`src/rtl/length_prefixed_request_deframer_core_macros.svh`:
```
// Assertion macros shared by the deframer RTL.
`ifndef LENGTH_PREFIXED_REQUEST_DEFRAMER_CORE_MACROS_SVH
`define LENGTH_PREFIXED_REQUEST_DEFRAMER_CORE_MACROS_SVH

`ifndef SYNTHESIS

// check a condition on every rising clock edge outside reset
`define LPRD_ASSERT(name, clk, rst_n, expr, msg) \
    name: assert property (@(posedge clk) disable iff (!(rst_n)) (expr)) else $error(msg);

// check that an antecedent implies a consequent in the same cycle
`define LPRD_ASSERT_IMP(name, clk, rst_n, ante, cons, msg) \
    name: assert property (@(posedge clk) disable iff (!(rst_n)) (ante) |-> (cons)) \
        else $error(msg);

// check that an antecedent implies a consequent in the next cycle
`define LPRD_ASSERT_NEXT(name, clk, rst_n, ante, cons, msg) \
    name: assert property (@(posedge clk) disable iff (!(rst_n)) (ante) |=> (cons)) \
        else $error(msg);

`else

`define LPRD_ASSERT(name, clk, rst_n, expr, msg)
`define LPRD_ASSERT_IMP(name, clk, rst_n, ante, cons, msg)
`define LPRD_ASSERT_NEXT(name, clk, rst_n, ante, cons, msg)

`endif

`endif

```
`src/rtl/lprd_pkg.sv`:
```
`default_nettype none

package lprd_pkg;

    localparam int LEN_FIELD_BYTES = 4;
    localparam int FIELD_W         = 8 * LEN_FIELD_BYTES;
    localparam int FCNT_W          = $clog2(LEN_FIELD_BYTES);
    localparam int MSG_LEN_W       = 26;
    localparam int ARG_CNT_W       = 20;
    localparam int BYTE_W          = 8;

    localparam int S_TDATA_W = 8;
    localparam int M_TDATA_W = 32;
    localparam int M_TUSER_W = 2;
    localparam int CFG_IDX_W = 1;
    localparam int CFG_DATA_W = MSG_LEN_W;

    localparam logic [MSG_LEN_W-1:0] MAX_MSG_LEN_RST = MSG_LEN_W'(33554432);
    localparam logic [ARG_CNT_W-1:0] MAX_ARG_CNT_RST = ARG_CNT_W'(200000);

    localparam logic [BYTE_W-1:0] ASCII_UPPER_A = 8'h41;
    localparam logic [BYTE_W-1:0] ASCII_UPPER_Z = 8'h5A;
    localparam logic [BYTE_W-1:0] ASCII_CASE_OFS = 8'h20;

    localparam logic [CFG_IDX_W-1:0] CFG_MAX_MSG_LEN = 1'b0;
    localparam logic [CFG_IDX_W-1:0] CFG_MAX_ARG_CNT = 1'b1;

    typedef enum logic [2:0] {
        PH_MSGLEN,
        PH_NARGS,
        PH_ARGLEN,
        PH_DATA,
        PH_SKIP
    } phase_t;

    typedef enum logic [1:0] {
        KIND_ARG_BYTE  = 2'd0,
        KIND_EMPTY_ARG = 2'd1,
        KIND_MSG_END   = 2'd2,
        KIND_ERROR     = 2'd3
    } kind_t;

    typedef enum logic [1:0] {
        ERR_NONE         = 2'd0,
        ERR_MSG_TOO_BIG  = 2'd1,
        ERR_TOO_MANY     = 2'd2,
        ERR_ARG_OVERRUN  = 2'd3
    } err_t;

    typedef struct packed {
        logic [MSG_LEN_W-1:0] max_message_len;
        logic [ARG_CNT_W-1:0] max_arg_count;
    } limits_t;

    typedef struct packed {
        kind_t                kind;
        logic [BYTE_W-1:0]    arg_byte;
        logic [ARG_CNT_W-1:0] arg_index;
        logic                 last_of_arg;
        logic                 last_of_message;
        err_t                 error_code;
    } result_t;

endpackage

`default_nettype wire

```
`src/rtl/lprd_parser.sv`:
```
`default_nettype none
`include "length_prefixed_request_deframer_core_macros.svh"

module lprd_parser (
    input  wire                          aclk,
    input  wire                          aresetn,
    input  wire                          byte_valid,
    input  wire  [lprd_pkg::BYTE_W-1:0]  data_byte,
    input  lprd_pkg::limits_t            limits,
    output logic                         res_valid,
    output lprd_pkg::result_t            res
);
    import lprd_pkg::*;

    phase_t               phase_reg,       phase_next;
    logic [FCNT_W-1:0]    fcnt_reg,        fcnt_next;
    logic [FIELD_W-1:0]   shift_reg,       shift_next;
    logic [MSG_LEN_W-1:0] msg_left_reg,    msg_left_next;
    logic [ARG_CNT_W-1:0] args_left_reg,   args_left_next;
    logic [MSG_LEN_W-1:0] arg_left_reg,    arg_left_next;
    logic [ARG_CNT_W-1:0] cur_arg_reg,     cur_arg_next;
    logic                 halted_reg,      halted_next;

    logic [FIELD_W-1:0]   field_value;
    logic                 field_done;
    logic [MSG_LEN_W-1:0] msg_dec;
    logic [MSG_LEN_W-1:0] arg_dec;
    logic [ARG_CNT_W-1:0] args_dec;
    logic [BYTE_W-1:0]    low_byte;

    always_comb begin
        field_value = shift_reg;
        field_value[{fcnt_reg, 3'b000} +: BYTE_W] = data_byte;
    end

    assign field_done = (fcnt_reg == FCNT_W'(LEN_FIELD_BYTES - 1));
    assign msg_dec    = (msg_left_reg == '0) ? '0 : msg_left_reg - 1'b1;
    assign arg_dec    = (arg_left_reg == '0) ? '0 : arg_left_reg - 1'b1;
    assign args_dec   = args_left_reg - 1'b1;
    assign low_byte   = ((cur_arg_reg == '0) && (data_byte >= ASCII_UPPER_A) &&
                         (data_byte <= ASCII_UPPER_Z)) ? data_byte + ASCII_CASE_OFS : data_byte;

    always_comb begin
        phase_next     = phase_reg;
        fcnt_next      = fcnt_reg;
        shift_next     = shift_reg;
        msg_left_next  = msg_left_reg;
        args_left_next = args_left_reg;
        arg_left_next  = arg_left_reg;
        cur_arg_next   = cur_arg_reg;
        halted_next    = halted_reg;
        res_valid      = 1'b0;
        res            = '{kind: KIND_ARG_BYTE, arg_byte: '0, arg_index: '0,
                           last_of_arg: 1'b0, last_of_message: 1'b0, error_code: ERR_NONE};

        if (byte_valid && !halted_reg) begin
            case (phase_reg)
                PH_MSGLEN: begin
                    fcnt_next  = field_done ? '0 : fcnt_reg + 1'b1;
                    shift_next = field_done ? '0 : field_value;
                    if (field_done) begin
                        if (field_value > FIELD_W'(limits.max_message_len)) begin
                            halted_next    = 1'b1;
                            res_valid      = 1'b1;
                            res.kind       = KIND_ERROR;
                            res.error_code = ERR_MSG_TOO_BIG;
                        end else begin
                            msg_left_next = field_value[MSG_LEN_W-1:0];
                            cur_arg_next  = '0;
                            phase_next    = PH_NARGS;
                        end
                    end
                end
                PH_NARGS: begin
                    if (msg_left_reg == '0) begin
                        halted_next    = 1'b1;
                        res_valid      = 1'b1;
                        res.kind       = KIND_ERROR;
                        res.error_code = ERR_ARG_OVERRUN;
                    end else begin
                        msg_left_next = msg_dec;
                        fcnt_next     = field_done ? '0 : fcnt_reg + 1'b1;
                        shift_next    = field_done ? '0 : field_value;
                        if (field_done) begin
                            if (field_value > FIELD_W'(limits.max_arg_count)) begin
                                halted_next    = 1'b1;
                                res_valid      = 1'b1;
                                res.kind       = KIND_ERROR;
                                res.error_code = ERR_TOO_MANY;
                            end else begin
                                args_left_next = field_value[ARG_CNT_W-1:0];
                                if (field_value[ARG_CNT_W-1:0] == '0) begin
                                    phase_next          = (msg_dec != '0) ? PH_SKIP : PH_MSGLEN;
                                    res_valid           = 1'b1;
                                    res.kind            = KIND_MSG_END;
                                    res.last_of_message = 1'b1;
                                end else begin
                                    phase_next = PH_ARGLEN;
                                end
                            end
                        end
                    end
                end
                PH_ARGLEN: begin
                    if (msg_left_reg == '0) begin
                        halted_next    = 1'b1;
                        res_valid      = 1'b1;
                        res.kind       = KIND_ERROR;
                        res.error_code = ERR_ARG_OVERRUN;
                    end else begin
                        msg_left_next = msg_dec;
                        fcnt_next     = field_done ? '0 : fcnt_reg + 1'b1;
                        shift_next    = field_done ? '0 : field_value;
                        if (field_done) begin
                            if (field_value > FIELD_W'(msg_dec)) begin
                                halted_next    = 1'b1;
                                res_valid      = 1'b1;
                                res.kind       = KIND_ERROR;
                                res.error_code = ERR_ARG_OVERRUN;
                            end else begin
                                arg_left_next = field_value[MSG_LEN_W-1:0];
                                if (field_value[MSG_LEN_W-1:0] == '0) begin
                                    res_valid       = 1'b1;
                                    res.kind        = KIND_EMPTY_ARG;
                                    res.arg_index   = cur_arg_reg;
                                    res.last_of_arg = 1'b1;
                                    args_left_next  = args_dec;
                                    cur_arg_next    = cur_arg_reg + 1'b1;
                                    if (args_dec == '0) begin
                                        res.last_of_message = 1'b1;
                                        phase_next = (msg_dec != '0) ? PH_SKIP : PH_MSGLEN;
                                    end else begin
                                        phase_next = PH_ARGLEN;
                                    end
                                end else begin
                                    phase_next = PH_DATA;
                                end
                            end
                        end
                    end
                end
                PH_DATA: begin
                    msg_left_next = msg_dec;
                    arg_left_next = arg_dec;
                    res_valid     = 1'b1;
                    res.kind      = KIND_ARG_BYTE;
                    res.arg_byte  = low_byte;
                    res.arg_index = cur_arg_reg;
                    if (arg_dec == '0) begin
                        res.last_of_arg = 1'b1;
                        args_left_next  = args_dec;
                        cur_arg_next    = cur_arg_reg + 1'b1;
                        if (args_dec == '0) begin
                            res.last_of_message = 1'b1;
                            phase_next = (msg_dec != '0) ? PH_SKIP : PH_MSGLEN;
                        end else begin
                            phase_next = PH_ARGLEN;
                        end
                    end
                end
                PH_SKIP: begin
                    msg_left_next = msg_dec;
                    if (msg_dec == '0) begin
                        phase_next = PH_MSGLEN;
                    end
                end
                default: begin
                    phase_next = PH_MSGLEN;
                end
            endcase
        end
    end

    always_ff @(posedge aclk) begin
        if (!aresetn) begin
            phase_reg     <= PH_MSGLEN;
            fcnt_reg      <= '0;
            shift_reg     <= '0;
            msg_left_reg  <= '0;
            args_left_reg <= '0;
            arg_left_reg  <= '0;
            cur_arg_reg   <= '0;
            halted_reg    <= 1'b0;
        end else begin
            phase_reg     <= phase_next;
            fcnt_reg      <= fcnt_next;
            shift_reg     <= shift_next;
            msg_left_reg  <= msg_left_next;
            args_left_reg <= args_left_next;
            arg_left_reg  <= arg_left_next;
            cur_arg_reg   <= cur_arg_next;
            halted_reg    <= halted_next;
        end
    end

    `LPRD_ASSERT_IMP(a_halted_silent, aclk, aresetn, halted_reg, !res_valid, "result while halted")
    `LPRD_ASSERT_NEXT(a_error_halts, aclk, aresetn, res_valid && (res.kind == KIND_ERROR), halted_reg, "error without halt")
    `LPRD_ASSERT_IMP(a_data_nonempty, aclk, aresetn, phase_reg == PH_DATA, arg_left_reg != '0, "data phase with empty argument")
    `LPRD_ASSERT_IMP(a_fcnt_in_field, aclk, aresetn, fcnt_reg != '0, (phase_reg == PH_MSGLEN) || (phase_reg == PH_NARGS) || (phase_reg == PH_ARGLEN), "field count outside header")

endmodule

`default_nettype wire

```
`src/rtl/length_prefixed_request_deframer_core.sv`:
```
`default_nettype none
// Channel   Dir  Handshake               Payload
// s_        in   s_tvalid / s_tready     s_tdata: data_byte
// m_        out  m_tvalid / m_tready     m_tdata, m_tlast, m_tuser
// cfg_      in   cfg_valid / cfg_ready   cfg_index, cfg_data
//
// One byte per cycle while s_tready is high; a byte's result, if any, appears the cycle after it.
// The parser state updates in one pass from the accepted byte; the result register
// is the only stage. s_tready drops only while a result waits and m_tready is low.
// aresetn is synchronous; limits return to their defaults, no clearing pass needed.
// cfg_ready is always high.

module length_prefixed_request_deframer_core (
    input  wire                              aclk,
    input  wire                              aresetn,
    input  wire                              s_tvalid,
    output logic                             s_tready,
    input  wire  [lprd_pkg::S_TDATA_W-1:0]   s_tdata,   // [7:0] data_byte
    output logic                             m_tvalid,
    input  wire                              m_tready,
    // [7:0] arg_byte, [27:8] arg_index, [28] last_of_arg, [30:29] error_code, [31] zero
    output logic [lprd_pkg::M_TDATA_W-1:0]   m_tdata,
    output logic                             m_tlast,   // last_of_message
    output logic [lprd_pkg::M_TUSER_W-1:0]   m_tuser,   // [1:0] kind
    input  wire                              cfg_valid,
    output logic                             cfg_ready,
    input  wire  [lprd_pkg::CFG_IDX_W-1:0]   cfg_index,
    input  wire  [lprd_pkg::CFG_DATA_W-1:0]  cfg_data
);
    import lprd_pkg::*;

    limits_t limits_reg, limits_next;
    logic    m_valid_reg, m_valid_next;
    result_t out_reg, out_next;

    logic    s_accept;
    logic    res_valid;
    result_t res;

    assign cfg_ready = 1'b1;
    assign s_tready  = !m_valid_reg || m_tready;
    assign s_accept  = s_tvalid && s_tready;

    lprd_parser u_parser (
        .aclk       (aclk),
        .aresetn    (aresetn),
        .byte_valid (s_accept),
        .data_byte  (s_tdata[BYTE_W-1:0]),
        .limits     (limits_reg),
        .res_valid  (res_valid),
        .res        (res)
    );

    always_comb begin
        limits_next = limits_reg;
        if (cfg_valid && cfg_ready) begin
            case (cfg_index)
                CFG_MAX_MSG_LEN: limits_next.max_message_len = cfg_data[MSG_LEN_W-1:0];
                CFG_MAX_ARG_CNT: limits_next.max_arg_count   = cfg_data[ARG_CNT_W-1:0];
                default: limits_next = limits_reg;
            endcase
        end
    end

    always_comb begin
        m_valid_next = m_valid_reg;
        out_next     = out_reg;
        if (s_accept) begin
            m_valid_next = res_valid;
            out_next     = res;
        end else if (m_tready) begin
            m_valid_next = 1'b0;
        end
    end

    always_ff @(posedge aclk) begin
        if (!aresetn) begin
            limits_reg  <= '{max_message_len: MAX_MSG_LEN_RST, max_arg_count: MAX_ARG_CNT_RST};
            m_valid_reg <= 1'b0;
        end else begin
            limits_reg  <= limits_next;
            m_valid_reg <= m_valid_next;
        end
    end

    always_ff @(posedge aclk) begin
        out_reg <= out_next;
    end

    assign m_tvalid = m_valid_reg;
    assign m_tdata  = {1'b0, out_reg.error_code, out_reg.last_of_arg,
                       out_reg.arg_index, out_reg.arg_byte};
    assign m_tlast  = out_reg.last_of_message;
    assign m_tuser  = out_reg.kind;

endmodule

`default_nettype wire
```
`config.mk`:
```
export PLATFORM = sky130hd
export DESIGN_NAME = length_prefixed_request_deframer_core
export DESIGN_NICKNAME = d
export VERILOG_FILES = /design/src/rtl/lprd_pkg.sv /design/src/rtl/lprd_parser.sv /design/src/rtl/length_prefixed_request_deframer_core.sv
export VERILOG_INCLUDE_DIRS = /design/src /design/src/rtl
export SDC_FILE = /design/constraint.sdc
export NUM_CORES = 1
export LEC_CHECK = 0
export ABC_AREA = 1
export BUFFER_PORTS_ARGS = -buffer_cell sky130_fd_sc_hd__buf_2
export CAP_MARGIN = 15
export CELL_PAD_IN_SITES_DETAIL_PLACEMENT = 1
export CELL_PAD_IN_SITES_GLOBAL_PLACEMENT = 1
export CORE_AREA = 2 2 192 194
export DETAILED_ROUTE_END_ITERATION = 8
export DIE_AREA = 0 0 194 196
export GPL_TIMING_DRIVEN = 0
export PLACE_DENSITY_LB_ADDON = 0.1
export SLEW_MARGIN = 20
export SYNTH_ARGS = -nofsm -noshare
export SYNTH_HDL_FRONTEND = slang
export SYNTH_SLANG_ARGS = --single-unit
export TNS_END_PERCENT = 30
```
`constraint.sdc`:
```
create_clock -name aclk -period 3.16 [get_ports aclk]
set_input_delay 0 -clock aclk [delete_from_list [all_inputs] [get_ports aclk]]
set_output_delay 0 -clock aclk [all_outputs]
set_load 0.05 [all_outputs]
```
Word-level counts from Yosys, hierarchy flattened
Index checks and enable logic that the tools add are counted.
Cells by class
  $add $sub $neg: 7
  $mul: 0
  div/mod/pow operators: 0
  order comparisons: 5
  eq/ne operators: 22
  shift-type cells: 2
  muxes and demuxes: 102
  bitwise operators: 1
  reductions and logical operators: 36
Operators by type and width (number)
  $mux 20: 15
  $mux 26: 8
  $logic_not 26->1: 5
  $pmux 20 s3: 2
  $pmux 26 s3: 1
  $mux 22: 3
  $gt 32x26->1: 2
  $mux 32: 2
  $pmux 32 s2: 1
  $logic_not 20->1: 3
  $pmux 26 s2: 1
  $sub 26x1->26 const B: 2
  $mux 3: 15
  $pmux 21 s2: 1
  $mux 2: 17
  $bwmux 32: 1
  $gt 32x20->1: 1
  $shift 8x7->32 const A: 1
  $shiftx 8x7->32: 1
  $mux 1: 26
  $reduce_bool 26->1: 1
  $mux 24: 1
  $add 20x1->20 const B: 1
  $sub 20x1->20 const B: 1
  33 further kinds: 63
Word-level totals
  bits in registers: 211
  latch bits: 0
  bits in writable memories: 0
  bits in read-only memories: 0
  input bits: 40
  output and inout port bits: 38
  word-level logic and storage cells: 192
  memories kept: 0

Longest topological paths before layout
  depth in word-level cells: 11
  gate-level depth with buffers: 27

Modules after synthesis
A second synthesis with hierarchy kept.
Second synthesis, totals
  cells, all modules: 2382
  area, all modules: 15088.2 um^2
Modules (own cells, without submodules)
  lprd_parser: times used 1, cells an instance 2083, area each 12189.2 um^2, sequential area each 2602.5 um^2
  length_prefixed_request_deframer_core: times used 1, cells an instance 299, area each 2899.0 um^2, sequential area each 1961.9 um^2

Worst setup path after synthesis
Ideal clock, no wire load.
  path type: reg-to-reg
  start: register m_valid_reg, in the netlist m_tvalid
  end: register u_parser.shift_reg[19]
  arrival time: 3.468 ns
  data required time: 3.090 ns
  setup slack: -0.378 ns
  cell stages (with the launch flop): 13
  buffers on the path: 2
  period minus slack after synthesis: 3.538 ns
  cell sequence: dfxtp_1 > nand2_1 > and2_1 > nand2_1 > nor2_1 > inv_1 > a21oi_1 > nand2_1 > inv_1 > clkbuf_1 > clkbuf_1 > nand3_1 > a21oi_1
Between the ends
  longest elaborated chain between the ends: 5
Ends and longest elaborated chain
  from (decl): line length_prefixed_request_deframer_core.sv:33  | logic m_valid_reg, m_valid_next;
  from (signal assigned): line length_prefixed_request_deframer_core.sv:82  | m_valid_reg <= m_valid_next;
  $logic_not 1->1: line length_prefixed_request_deframer_core.sv:41  | assign s_tready = !m_valid_reg || m_tready;
  $logic_or 1x1->1: line length_prefixed_request_deframer_core.sv:41
  via s_tready: line length_prefixed_request_deframer_core.sv:17  | output logic s_tready,
  $logic_and 1x1->1: line length_prefixed_request_deframer_core.sv:42  | assign s_accept = s_tvalid && s_tready;
  via s_accept: line length_prefixed_request_deframer_core.sv:36  | logic s_accept;
  $logic_and 1x1->1: line lprd_parser.sv:56  | if (byte_valid && !halted_reg) begin
  $reduce_and 3->1 (no line)
  to (signal assigned): line lprd_parser.sv:187  | shift_reg <= shift_next;
  to (decl): line lprd_parser.sv:17  | logic [FIELD_W-1:0] shift_reg, shift_next;
The timed path passes the listed nets, and every way through them passes these cells.
A chain may end at the register's enable or synchronous reset.

Final worst setup path
  start: register u_parser.fcnt_reg[0]
  end: register u_parser.args_left_reg[18]
Between the ends
  longest elaborated chain between the ends: 7
  elaborated cells on any way between the ends: 18
  classes of those cells: add/sub: 1; order compare: 2; eq/ne: 6; shift: 2; mux: 5; reduce/logical: 2
Ends and longest elaborated chain
  from (decl): line lprd_parser.sv:16  | logic [FCNT_W-1:0] fcnt_reg, fcnt_next;
  from (signal assigned): line lprd_parser.sv:186  | fcnt_reg <= fcnt_next;
  branches (longest 7 deep; another with $gt 32x20->1)
  to (signal assigned): line lprd_parser.sv:189  | args_left_reg <= args_left_next;
  to (decl): line lprd_parser.sv:19  | logic [ARG_CNT_W-1:0] args_left_reg, args_left_next;
Parallel ways; which one is timed is not known. The select of a mux whose other input is x is not followed.

==> metrics.md <==
| Metric | Value |
|---|---|
| Status | finished, violations left |
| Violated checks | negative setup slack |
| Vias | between 15k and 20k |
| Share of layout cells above drive strength 1 | 0.206 |
| Hold/Removal Path Class | in2reg |
| CTS clock-pin slew for the worst setup and hold paths | about 0.060 ns |
| Post-synth top flop | dfxtp_1 |
| Final Hold Viols | 0 |
| Initial antenna violation count | 0 |
| IO Count | 78 |
| Mean Syn Cell Area | 6.50 um^2 |
| FMAX | 282 MHz |
| First-pass GRT wire length | between 90 and 100 mm |
| Synth top area share | 0.249 |
| Rows | 70 |
| Max-cap violations | 0 |
| Async S/R FF share, synth | 0 |
| Top-count cell post-synth | nand2_1 |
| Wire per inst | about 22 um |
| Largest register FFs | 46 |
| Final clock period utilization by the worst path | 1.12 |
| CP required | 3.61 ns |
| Critical path type | reg2reg |
| Yosys warns | 0 |
| Clock sink count | approximately 210 |
| RD Place Congestion | between 0.9 and 1 |
| DR pass1 iterations | 5 |
| CP endpoint kind | flip-flop |
| Area of the multi-input gates | 9630 um^2 |
| RSZ-0062 raised after global routing | true |
| Num CTS Buffers | 27 |
| GRT Residual Overflow | 0 |
| Syn Inst Count | 2189 |
| Fin Setup TNS | -34.34 ns |
| Core area | 36100 um^2 |
| CTS max path bufs | 3 |
| Setup ws final | -0.389 ns |
| Max Slew Vio Count | 0 |
| Max H-tree Level | 1 |
| Synth unique cells | between 40 and 50 |
| CP arrival | approximately 4.0 ns |
| Top post-synthesis cells by count | nand2_1, nor2_1, inv_1, dfxtp_1, nand3_1 |
| Final setup fails | about 130 |
| Initial drt markers | 960 |
| Root buffer cell | clkbuf_16 |
| Seq cells post-synth | ~210 |
| Vias in the first global route | 16.4k |
| Tot GR Track Use | 0.317 |
| Port Buf Inserts | 75 |
| # DRC | 0 |
| CP max stage delay | about 0.35 ns |
| Hold path startpoint | aresetn |
| Most frequent CP cell | buf_8 |
| Slew @ Worst Pin | around 0.83 ns |
| Initial Util | 0.395 |
| Sequential cell area | ~4600 um^2 |
| DIE AREA | roughly 38000 um^2 |
| Area growth syn-to-layout | 34.0% |
| Fill count | 4623 |
| WL final | roughly 64 mm |
| Die Height | 196 um |
| Post-synth EDFFs | 34 |
| Area leader, netlist | dfxtp_1 |
| DP HPWL | approximately 43 mm |
| Slowest CP cell | dfxtp_4 |
| Slew headroom | 0.447 |
| Seq/Total Area, Yosys | 0.321 |
| Maximum fanout along the worst path | 8 |
| FF-to-FF path depth | 23 |
| Die W | between 150 and 200 um |
| Synth top area cells | dfxtp_1, nand2_1, nor2_1, ha_1, edfxtp_1 |
| Worst Skew | about 0.015 ns |
| Largest net degree at the start of global routing | 36 |
| Hold Path Depth | 4 |
| Nets | 2580 |
| Antenna viol nets, final | 0 |
| Worst skew pair latency | 0.56 ns |
| Netlist Area Pre-Place | between 10000 and 15000 um^2 |
| Crit start category | flip-flop |
| Post-route minimum period | 3.55 ns |
| Crit path launch | u_parser.fcnt_reg[0] |
| Critical path, cell by cell | buf_8, inv_8, ha_4, buf_8, nor2_4, buf_4, nand4_1, nand2_4, ha_1, a21oi_1, o21ai_0, nand2_1, a21oi_1, nor2_2, nand2_2, nand3_4, nand3_4, nor2_4, nand2_4, buf_8, clkbuf_16, o21ai_2, nor2_1 |
| Synthesized Nets | approximately 2.3k |
| Reg2reg start | u_parser.fcnt_reg[0] |
| Vias/cell | between 5 and 6 |
| CTS tree | built |
-- final cells by class --
type                       count  area share
multi-input combinational   1665       0.505
sequential                   211       0.240
tap                          468      0.0307
clock inverter                16     0.00807
antenna                        1    0.000131
clock buffer                  33      0.0376
buffer                        86      0.0304
inverter                     228      0.0472
timing repair buffer         236       0.102
-- stage by stage --
step | hold WS, ns | setup WS, ns | utilization | std cells | cell area (um^2)
floorplan | 0.130 | -0.00172 | - | 2189 | 14300
global placement | 0.227 | -1.53 | 0.423 | 2732 | 15200
global route | 0.0767 | -0.529 | 0.529 | 2943 | 19100
finish | 0.0470 | -0.389 | 0.529 | 2944 | 19100
detailed placement | 0.237 | -1.71 | 0.423 | 2732 | 15300
CTS | 0.0321 | -0.338 | 0.495 | 2891 | 17900
-- per-layer routing --
layer	vias to the layer above	track usage	part of all wire
met5	-	0	0
met4	0	0.138	0.047
met3	146	0.0524	0.059
met2	490	0.532	0.47
met1	8075	0.403	0.43
li1	7778	-	-
-- cells in the final DEF (no fill, tap or decap), types with 14 or more instances in the layout --
master | netlist | routed
o21ai_1 | 22 | 23
a21oi_1 | 157 | 149
a211oi_1 | 32 | 22
ha_1 | 85 | 71
nor2_2 | 13 | 31
buf_2 | 17 | 79
nor2_1 | 332 | 285
nand2_2 | 6 | 28
dfxtp_1 | 177 | 172
nand4_1 | 42 | 42
dlygate4sd3_1 | 0 | 37
ha_4 | 0 | 14
clkbuf_16 | 0 | 33
o21a_1 | 15 | 15
nor3_1 | 35 | 26
nand3_2 | 5 | 16
inv_1 | 218 | 209
edfxtp_1 | 34 | 34
nor2_4 | 4 | 33
o21ai_0 | 155 | 139
nand2_4 | 1 | 20
buf_6 | 3 | 21
nand2_1 | 510 | 467
clkbuf_1 | 58 | 56
xor2_1 | 30 | 30
nand3_1 | 165 | 143
buf_4 | 5 | 97
-- logic make-up after synthesis --
logic type / after synthesis / share of synthesized area
and+or+nand+nor: 1136 / 0.340
AOI/OAI and AO/OA: 406 / 0.155
buffers and inverters: 314 / 0.0872
DFF: 211 / 0.321
adders and majority gates: 85 / 0.0747
other: 2 / 0.000527
xor gates and xnor gates: 35 / 0.0215
-- path summary, 6_finish.rpt --
| path | endpoint | slack (ns) |
|---|---|---|
| max | u_parser.args_left_reg[18] | -0.39 |
| min | limits_reg[32] | 0.05 |
| max reg2reg | u_parser.args_left_reg[18] | -0.39 |
| min reg2reg | limits_reg[31] | 0.46 |
-- repair_timing --
| action | in CTS | in global routing |
|---|---|---|
| endpoints found under the setup margin | 134 | 136 |
| pin swaps | 43 | 64 |
| gates cloned | 3 | 7 |
| resized for setup | 198 | 172 |
| buffers inserted | 70 | 45 |
| hold endpoints to repair | 54 | 0 |
| hold buffers | 37 | 0 |
-- worst max-delay path, delay by kind of cell, from the launching register on --
family / cells / cell delay [ns]
and+or+nand+nor: 11 / 1.38
buffers and inverters: 6 / 0.78
AOI/OAI and AO/OA: 4 / 0.45
adders and majority gates: 2 / 0.45
DFF: 1 / 0.35
Power is not shown: default switching activity piles up to over one toggle a cycle in this logic, so the estimate is an artifact.
